### src/rtl/uros_pkg.sv
`timescale 1ns / 1ps
`default_nettype none

package uros_pkg;

  localparam int SENSOR_COUNT = 4;
  localparam int SENSOR_W     = 2;
  localparam int DIST_W       = 17;
  localparam int TIMER_W      = 32;
  localparam int SCALE_W      = 24;
  localparam int SCALE_FRAC   = 24;
  localparam int PROD_W       = TIMER_W + SCALE_W;
  localparam int CODE_W       = 8;
  localparam int ACTION_W     = 2;
  localparam int DRIVE_W      = 3;
  localparam int CFG_INDEX_W  = 2;
  localparam int CFG_DATA_W   = 24;

  localparam logic [DIST_W-1:0]  DIST_MAX        = 17'h1FFFF;
  localparam logic [DIST_W-1:0]  DIST_RESET      = 17'd6400;
  localparam logic [DIST_W-1:0]  CLEARANCE_RESET = 17'd1600;
  localparam logic [SCALE_W-1:0] SCALE_RESET     = 24'd1140851;
  localparam logic [CODE_W-1:0]  LEFT_RESET      = 8'd76;
  localparam logic [CODE_W-1:0]  RIGHT_RESET     = 8'd82;

  localparam logic [ACTION_W-1:0] ACT_ECHO    = 2'd0;
  localparam logic [ACTION_W-1:0] ACT_COMMAND = 2'd1;
  localparam logic [ACTION_W-1:0] ACT_TICK    = 2'd2;

  localparam logic [CFG_INDEX_W-1:0] CFG_CLEARANCE = 2'd0;
  localparam logic [CFG_INDEX_W-1:0] CFG_SCALE     = 2'd1;
  localparam logic [CFG_INDEX_W-1:0] CFG_LEFT      = 2'd2;
  localparam logic [CFG_INDEX_W-1:0] CFG_RIGHT     = 2'd3;

  typedef enum logic [DRIVE_W-1:0] {
    DRIVE_STOP     = 3'd0,
    DRIVE_FORWARD  = 3'd1,
    DRIVE_BACKWARD = 3'd2,
    DRIVE_LEFT     = 3'd3,
    DRIVE_RIGHT    = 3'd4
  } drive_t;

  typedef enum logic [1:0] {
    STEER_MIDDLE = 2'd0,
    STEER_LEFT   = 2'd1,
    STEER_RIGHT  = 2'd2
  } steer_t;

  typedef struct packed {
    logic [ACTION_W-1:0] action;
    logic                level;
    steer_t              steer;
  } stage_ctrl_t;

  function automatic drive_t pick_drive(input logic [SENSOR_COUNT-1:0] clear,
                                        input steer_t steer);
    drive_t result;
    if (clear[0] && clear[1] && clear[2]) begin
      if (steer == STEER_LEFT) begin
        result = DRIVE_LEFT;
      end else if (steer == STEER_RIGHT) begin
        result = DRIVE_RIGHT;
      end else begin
        result = DRIVE_FORWARD;
      end
    end else if (!clear[0] && clear[2]) begin
      result = DRIVE_RIGHT;
    end else if (clear[0] && !clear[2]) begin
      result = DRIVE_LEFT;
    end else if (clear[3]) begin
      result = DRIVE_BACKWARD;
    end else begin
      result = DRIVE_STOP;
    end
    return result;
  endfunction

endpackage

`default_nettype wire

### src/rtl/ultrasonic_ranging_obstacle_steer.sv
// Serves four ultrasonic sensors in turn and steers a vehicle around obstacles. Each input
// beat is one event: a measurement tick that asks for a trigger on the active sensor, an echo
// edge (a rising edge captures the down-counting timer, a falling edge turns the elapsed count
// into a saturated distance in 1/64 cm, stores it and moves to the next sensor), or a command
// byte that latches a left, right or middle request. Every event yields exactly one result
// beat carrying the motor drive after that event. The block accepts one beat per cycle while
// in_stall is low; out_stall back-pressure can raise it. The edge that takes an input beat
// registers the input and the elapsed count, a second register the 32 by 24 bit scale
// multiply, and the output register the saturation, distance store and drive decision.
// Configuration writes are always ready and take effect at once.
`timescale 1ns / 1ps
`default_nettype none

module ultrasonic_ranging_obstacle_steer (
  input  logic                                 clk,
  input  logic                                 rst,
  input  logic                                 cfg_valid,
  output logic                                 cfg_ready,
  input  logic [uros_pkg::CFG_INDEX_W-1:0]     cfg_index,
  input  logic [uros_pkg::CFG_DATA_W-1:0]      cfg_data,
  input  logic                                 in_valid,
  output logic                                 in_stall,
  input  logic [uros_pkg::ACTION_W-1:0]        action,
  input  logic                                 echo_level,
  input  logic [uros_pkg::TIMER_W-1:0]         timer_value,
  input  logic [uros_pkg::CODE_W-1:0]          command_byte,
  output logic                                 out_valid,
  input  logic                                 out_stall,
  output logic [uros_pkg::DRIVE_W-1:0]         drive,
  output logic                                 trigger_start,
  output logic [uros_pkg::SENSOR_W-1:0]        trigger_sensor,
  output logic                                 measured,
  output logic [uros_pkg::SENSOR_W-1:0]        measured_sensor,
  output logic [uros_pkg::DIST_W-1:0]          measured_distance
);

  logic [uros_pkg::DIST_W-1:0]   clearance_threshold;
  logic [uros_pkg::SCALE_W-1:0]  distance_scale;
  logic [uros_pkg::CODE_W-1:0]   left_command_code;
  logic [uros_pkg::CODE_W-1:0]   right_command_code;

  logic [uros_pkg::DIST_W-1:0]   sensor_distances [uros_pkg::SENSOR_COUNT];
  logic [uros_pkg::TIMER_W-1:0]  echo_start_time;
  logic [uros_pkg::SENSOR_W-1:0] active_sensor;
  uros_pkg::steer_t              steer_request;

  logic                          s1_valid;
  uros_pkg::stage_ctrl_t         s1_ctrl;
  logic [uros_pkg::TIMER_W-1:0]  s1_elapsed;
  logic                          s2_valid;
  uros_pkg::stage_ctrl_t         s2_ctrl;
  logic [uros_pkg::PROD_W-1:0]   s2_product;

  logic                          out_ready;
  logic                          s2_ready;
  logic                          s1_ready;
  logic                          in_accept;
  logic                          s1_move;
  logic                          s2_move;

  uros_pkg::steer_t              in_steer;
  logic [uros_pkg::DIST_W-1:0]   s2_distance;
  logic                          s2_store;
  logic [uros_pkg::DIST_W-1:0]   distances_next [uros_pkg::SENSOR_COUNT];
  logic [uros_pkg::SENSOR_COUNT-1:0] clear_next;
  uros_pkg::steer_t              steer_request_next;
  uros_pkg::drive_t              drive_next;
  logic                          trigger_next;

  assign cfg_ready = 1'b1;

  assign out_ready = !out_valid || !out_stall;
  assign s2_ready  = !s2_valid || out_ready;
  assign s1_ready  = !s1_valid || s2_ready;
  assign in_stall  = !s1_ready;
  assign in_accept = in_valid && s1_ready;
  assign s1_move   = s1_valid && s2_ready;
  assign s2_move   = s2_valid && out_ready;

  always_comb begin
    priority if (command_byte == left_command_code) begin
      in_steer = uros_pkg::STEER_LEFT;
    end else if (command_byte == right_command_code) begin
      in_steer = uros_pkg::STEER_RIGHT;
    end else begin
      in_steer = uros_pkg::STEER_MIDDLE;
    end
  end

  // The product keeps 24 fraction bits; anything above the distance field saturates.
  always_comb begin
    if (|s2_product[uros_pkg::PROD_W-1:uros_pkg::SCALE_FRAC+uros_pkg::DIST_W]) begin
      s2_distance = uros_pkg::DIST_MAX;
    end else begin
      s2_distance = s2_product[uros_pkg::SCALE_FRAC+uros_pkg::DIST_W-1:uros_pkg::SCALE_FRAC];
    end
    s2_store = (s2_ctrl.action == uros_pkg::ACT_ECHO) && !s2_ctrl.level;
    for (int i = 0; i < uros_pkg::SENSOR_COUNT; i++) begin
      if (s2_store && (active_sensor == uros_pkg::SENSOR_W'(i))) begin
        distances_next[i] = s2_distance;
      end else begin
        distances_next[i] = sensor_distances[i];
      end
      clear_next[i] = distances_next[i] >= clearance_threshold;
    end
    if (s2_ctrl.action == uros_pkg::ACT_COMMAND) begin
      steer_request_next = s2_ctrl.steer;
    end else begin
      steer_request_next = steer_request;
    end
    drive_next   = uros_pkg::pick_drive(clear_next, steer_request_next);
    trigger_next = s2_ctrl.action == uros_pkg::ACT_TICK;
  end

  always_ff @(posedge clk) begin
    if (rst) begin
      clearance_threshold <= uros_pkg::CLEARANCE_RESET;
      distance_scale      <= uros_pkg::SCALE_RESET;
      left_command_code   <= uros_pkg::LEFT_RESET;
      right_command_code  <= uros_pkg::RIGHT_RESET;
      for (int i = 0; i < uros_pkg::SENSOR_COUNT; i++) begin
        sensor_distances[i] <= uros_pkg::DIST_RESET;
      end
      echo_start_time <= '0;
      active_sensor   <= '0;
      steer_request   <= uros_pkg::STEER_MIDDLE;
      s1_valid        <= 1'b0;
      s2_valid        <= 1'b0;
      out_valid       <= 1'b0;
    end else begin
      if (cfg_valid && cfg_ready) begin
        unique case (cfg_index)
          uros_pkg::CFG_CLEARANCE: begin
            clearance_threshold <= cfg_data[uros_pkg::DIST_W-1:0];
          end
          uros_pkg::CFG_SCALE: begin
            distance_scale <= cfg_data[uros_pkg::SCALE_W-1:0];
          end
          uros_pkg::CFG_LEFT: begin
            left_command_code <= cfg_data[uros_pkg::CODE_W-1:0];
          end
          uros_pkg::CFG_RIGHT: begin
            right_command_code <= cfg_data[uros_pkg::CODE_W-1:0];
          end
        endcase
      end
      if (in_accept && (action == uros_pkg::ACT_ECHO) && echo_level) begin
        echo_start_time <= timer_value;
      end
      if (s1_ready) begin
        s1_valid <= in_valid;
      end
      if (s2_ready) begin
        s2_valid <= s1_valid;
      end
      if (out_ready) begin
        out_valid <= s2_valid;
      end
      if (s2_move) begin
        for (int i = 0; i < uros_pkg::SENSOR_COUNT; i++) begin
          sensor_distances[i] <= distances_next[i];
        end
        steer_request <= steer_request_next;
        if (s2_store) begin
          active_sensor <= active_sensor + 1'b1;
        end
      end
    end
  end

  always_ff @(posedge clk) begin
    if (in_accept) begin
      s1_ctrl.action <= action;
      s1_ctrl.level  <= echo_level;
      s1_ctrl.steer  <= in_steer;
      s1_elapsed     <= echo_start_time - timer_value;
    end
    if (s1_move) begin
      s2_ctrl    <= s1_ctrl;
      s2_product <= uros_pkg::PROD_W'(s1_elapsed) * uros_pkg::PROD_W'(distance_scale);
    end
    if (s2_move) begin
      drive             <= drive_next;
      trigger_start     <= trigger_next;
      trigger_sensor    <= trigger_next ? active_sensor : '0;
      measured          <= s2_store;
      measured_sensor   <= s2_store ? active_sensor : '0;
      measured_distance <= s2_store ? s2_distance : '0;
    end
  end

endmodule

`default_nettype wire

### config.mk
export PLATFORM = sky130hd
export DESIGN_NAME = ultrasonic_ranging_obstacle_steer
export DESIGN_NICKNAME = d
export VERILOG_FILES = /design/src/rtl/uros_pkg.sv /design/src/rtl/ultrasonic_ranging_obstacle_steer.sv
export SDC_FILE = /design/constraint.sdc
export NUM_CORES = 2
export LEC_CHECK = 0
export BUFFER_PORTS_ARGS = -buffer_cell sky130_fd_sc_hd__buf_2
export CAP_MARGIN = 5
export CORE_MARGIN = 3
export CORE_UTILIZATION = 65
export CTS_CLUSTER_SIZE = 24
export DETAILED_ROUTE_END_ITERATION = 8
export PLACE_DENSITY = 0.85
export SYNTH_ARGS = -nofsm -noshare
export SYNTH_HDL_FRONTEND = slang
export SYNTH_SLANG_ARGS = --single-unit
### constraint.sdc
create_clock -name clk -period 8 [get_ports clk]
set_clock_uncertainty 0.05 [all_clocks]
set_input_delay 0.8 -clock clk [delete_from_list [all_inputs] [get_ports clk]]
set_output_delay 0.8 -clock clk [all_outputs]
set_load 0.02 [all_outputs]
==> flow_summary.toml <==
[yosys]
synth-simple-area-share = 0.1835
syn_inst = 4080
synth_fa_ha_area_frac = 0.4455
syn_nets = 5093
synthArstFlopShare = 0
synth.area.top_cells = "fa_1 35%, edfxtp_1 13%, ha_1 9.4%, and2_1 7.8%, inv_1 7.5%"
yosysUniqueCellTypes = 68
synth_edf_count = 168
syn_area_um2 = 37460
synth_xor_area_frac = 0.01730
yosys.area.top_type = "fa_1"
ys_top_cells_by_count = "745 x inv_1, 658 x fa_1, 607 x nand2_1"
ys_warn_count = 0
synth_top_family_by_area = "adder cells"
synth-main-ff-cell = "edfxtp_1"
synth.most_common_cell = "inv_1"
synth.top_cell.area_share = 0.3516
seq_area_frac_synth = 0.1860
synth_mux_area_frac = 0.0003006
synth_compound_area_frac = 0.07251
avgSynthCellArea_um2 = 9.182
yosys_register_bits = 264

[clocking]
htree_levels = 1
numCtsBuffers = 30
tritoncts = "done"
root_buffer = "clkbuf_16"
clkTransAtPathRegs_ps = 70
clk_latency_ps = 600
clock-sinks = 264
cts.path.max_buffers = 3

[floorplanning]
die_height_um = 246.1
die_w_um = 246.1
row_count = 87
start_util = 0.6606
core_um2 = 56710
die-area_um2 = 60550
io_pins = 103

[worst_setup_path]
crit_required_ps = 8280
critical_path_class = "reg -> reg"
cpPeakStageDelay_ps = 680
critPathMaxFanout = 11
arrival_ps = 8100
cpMaxStageDelayCell = "edfxtp_1"
crit_chain = "buf_4 -> and2_1 -> fa_1 -> inv_1 -> fa_1 -> inv_1 -> fa_1 -> inv_1 -> fa_1 -> inv_1 -> fa_1 -> fa_1 -> fa_1 -> ha_1 -> a21oi_1 -> o21ba_2 -> o211ai_1 -> o31ai_1 -> nor3_1 -> buf_4 -> o21ai_0 -> a21oi_1 -> a31oi_1 -> a221oi_1"
cpMostUsedCell = "fa_1"
start_kind = "flip-flop"
crit_path_end_kind = "flip-flop"
rrSetupSlack_ps = 180

[finish]
syn2layout_area_growth_pct = 7.311
multiInputGateArea_um2 = 26970
fill_cells = 4028
stdcell_count = 4905
seq_area_um2 = 6982
nets = 5136
drive_gt1_frac = 0.07186

[drt]
vias = 28890
drc = 0
antenna_left = 0
drt-total-wl_mm = 98.82
first_pass_iters = 6
drt-wirelength-per-cell_um = 20.15
via_per_inst = 5.889
initialDrtViolationCount = 2605

[global_route]
grt_pass1_wl_mm = 158.6
grt_max_degree = 69
gr-total-overflow = 0
antenna_found_initial = 2
grtUsageTotal = 0.3344
grt_pass1_vias = 30630

[timing]
max_freq_mhz = 127.8
setup_tns_ps = 0
finalSetupViolCount = 0
maxSlewHeadroom = 0.2597
worst-slew-pin-transition_ps = 1106
period_share = 0.9781
hold_viol = 0
rsz0062_at_grt = "no"
fin_crit_ps = 7825
slew_violations = 0

[placed_design]
dp_hpwl_mm = 75.12
io_buffers = 101
dp.cells = 4823
globalplace.congestion = 0.9613

[run]
maxCapViolCount = 0

[outcome]
status = "complete, no violations"

[min_path]
hold_path_class = "in -> reg"
metrics by stage:
step | util | instance area [um2] | worst slack [ps] | hold WS, ps
3_3_place_gp | 0.6855 | 38880 | 359.1 | 355.1
5_1_grt | 0.7088 | 40200 | 4.054 | 343.7
2_1_floorplan | - | 37460 | 1347 | 350.3
3_5_place_dp | 0.6855 | 38880 | 243.6 | 354.5
4_1_cts | 0.7036 | 39900 | 143.9 | 331.2
6_report | 0.7088 | 40200 | 175.4 | 348.3
registers in the layout, summed over array words and instances, names as in the netlist:
signal,count
clearance_threshold,17
measured,1
right_command_code,8
s2_valid,1
s1_elapsed,32
echo_start_time,32
steer_request,2
trigger_sensor,2
s1_ctrl,5
left_command_code,8
s2_ctrl,5
out_valid,1
s2_product,32
active_sensor,2
measured_distance,17
sensor_distances,68
trigger_start,1
s1_valid,1
measured_sensor,2
drive,3
distance_scale,24
what timing repair did:
item / in CTS / in global routing
setup endpoints to repair: 0 / 9
resized for setup: 0 / 13
setup buffers: 0 / 24
hold buffers: 0 / 0
worst max-delay path, delay by kind of cell (launching register included):
kind,cells,cell delay (ps)
adder cells (fa/ha/maj),8,3800
buffers and inverters,6,710
AND/OR/NAND/NOR,2,300
flip-flops,1,680
AO/OA/AOI/OAI,8,2010
cell type report:
cell class / count / share of cell area
diodes: 2 / 0.0001245
clock buffers: 41 / 0.02191
clock inverters: 15 / 0.003641
inverters: 745 / 0.06956
multi-input cells: 2870 / 0.6708
flip-flops and latches: 264 / 0.1737
well taps: 756 / 0.02353
repair buffers: 212 / 0.03673
metal layers:
metal,vias to the layer above,global-route usage,part of all wire
li1,12640,-,-
met1,14210,0.4183,0.36
met2,1574,0.5562,0.48
met3,465,0.05387,0.090
met4,0,0.1881,0.070
met5,-,0,0
cell usage in the layout (no fill, tap or decap), drive strengths merged, types with 16 or more instances in the layout:
master    n
inv     749
fa      658
nand2   608
and2    469
ha      281
a21oi   232
buf     211
edfxtp  168
nor2    163
dfxtp    96
o21ai    62
xnor2    51
a21o     50
clkbuf   42
nand4    24
xor2     23
nand2b   23
nand3b   19
nor3     17
nor2b    17
and3     16
nand3    16
worst paths after layout:
kind                               startpoint              to  depth (start not counted)
worst max-delay path            s1_elapsed[5]  s2_product[54]                         24
worst min-delay path                action[0]      s1_ctrl[3]                          1
worst max register to register  s1_elapsed[5]  s2_product[54]                         24
worst min register to register     s1_ctrl[4]      s2_ctrl[4]                          0
cells by family after synthesis:
| logic type | after synthesis |
|---|---|
| other | 1 |
| XOR/XNOR | 74 |
| adder cells (fa/ha/maj) | 939 |
| flip-flops | 264 |
| buffers and inverters | 946 |
| multiplexers | 1 |
| AND/OR/NAND/NOR | 1403 |
| AO/OA/AOI/OAI | 452 |
Power is left out: the tool's default activity adds up to more than one toggle a clock period on the data nets, which glitch-free logic cannot reach.
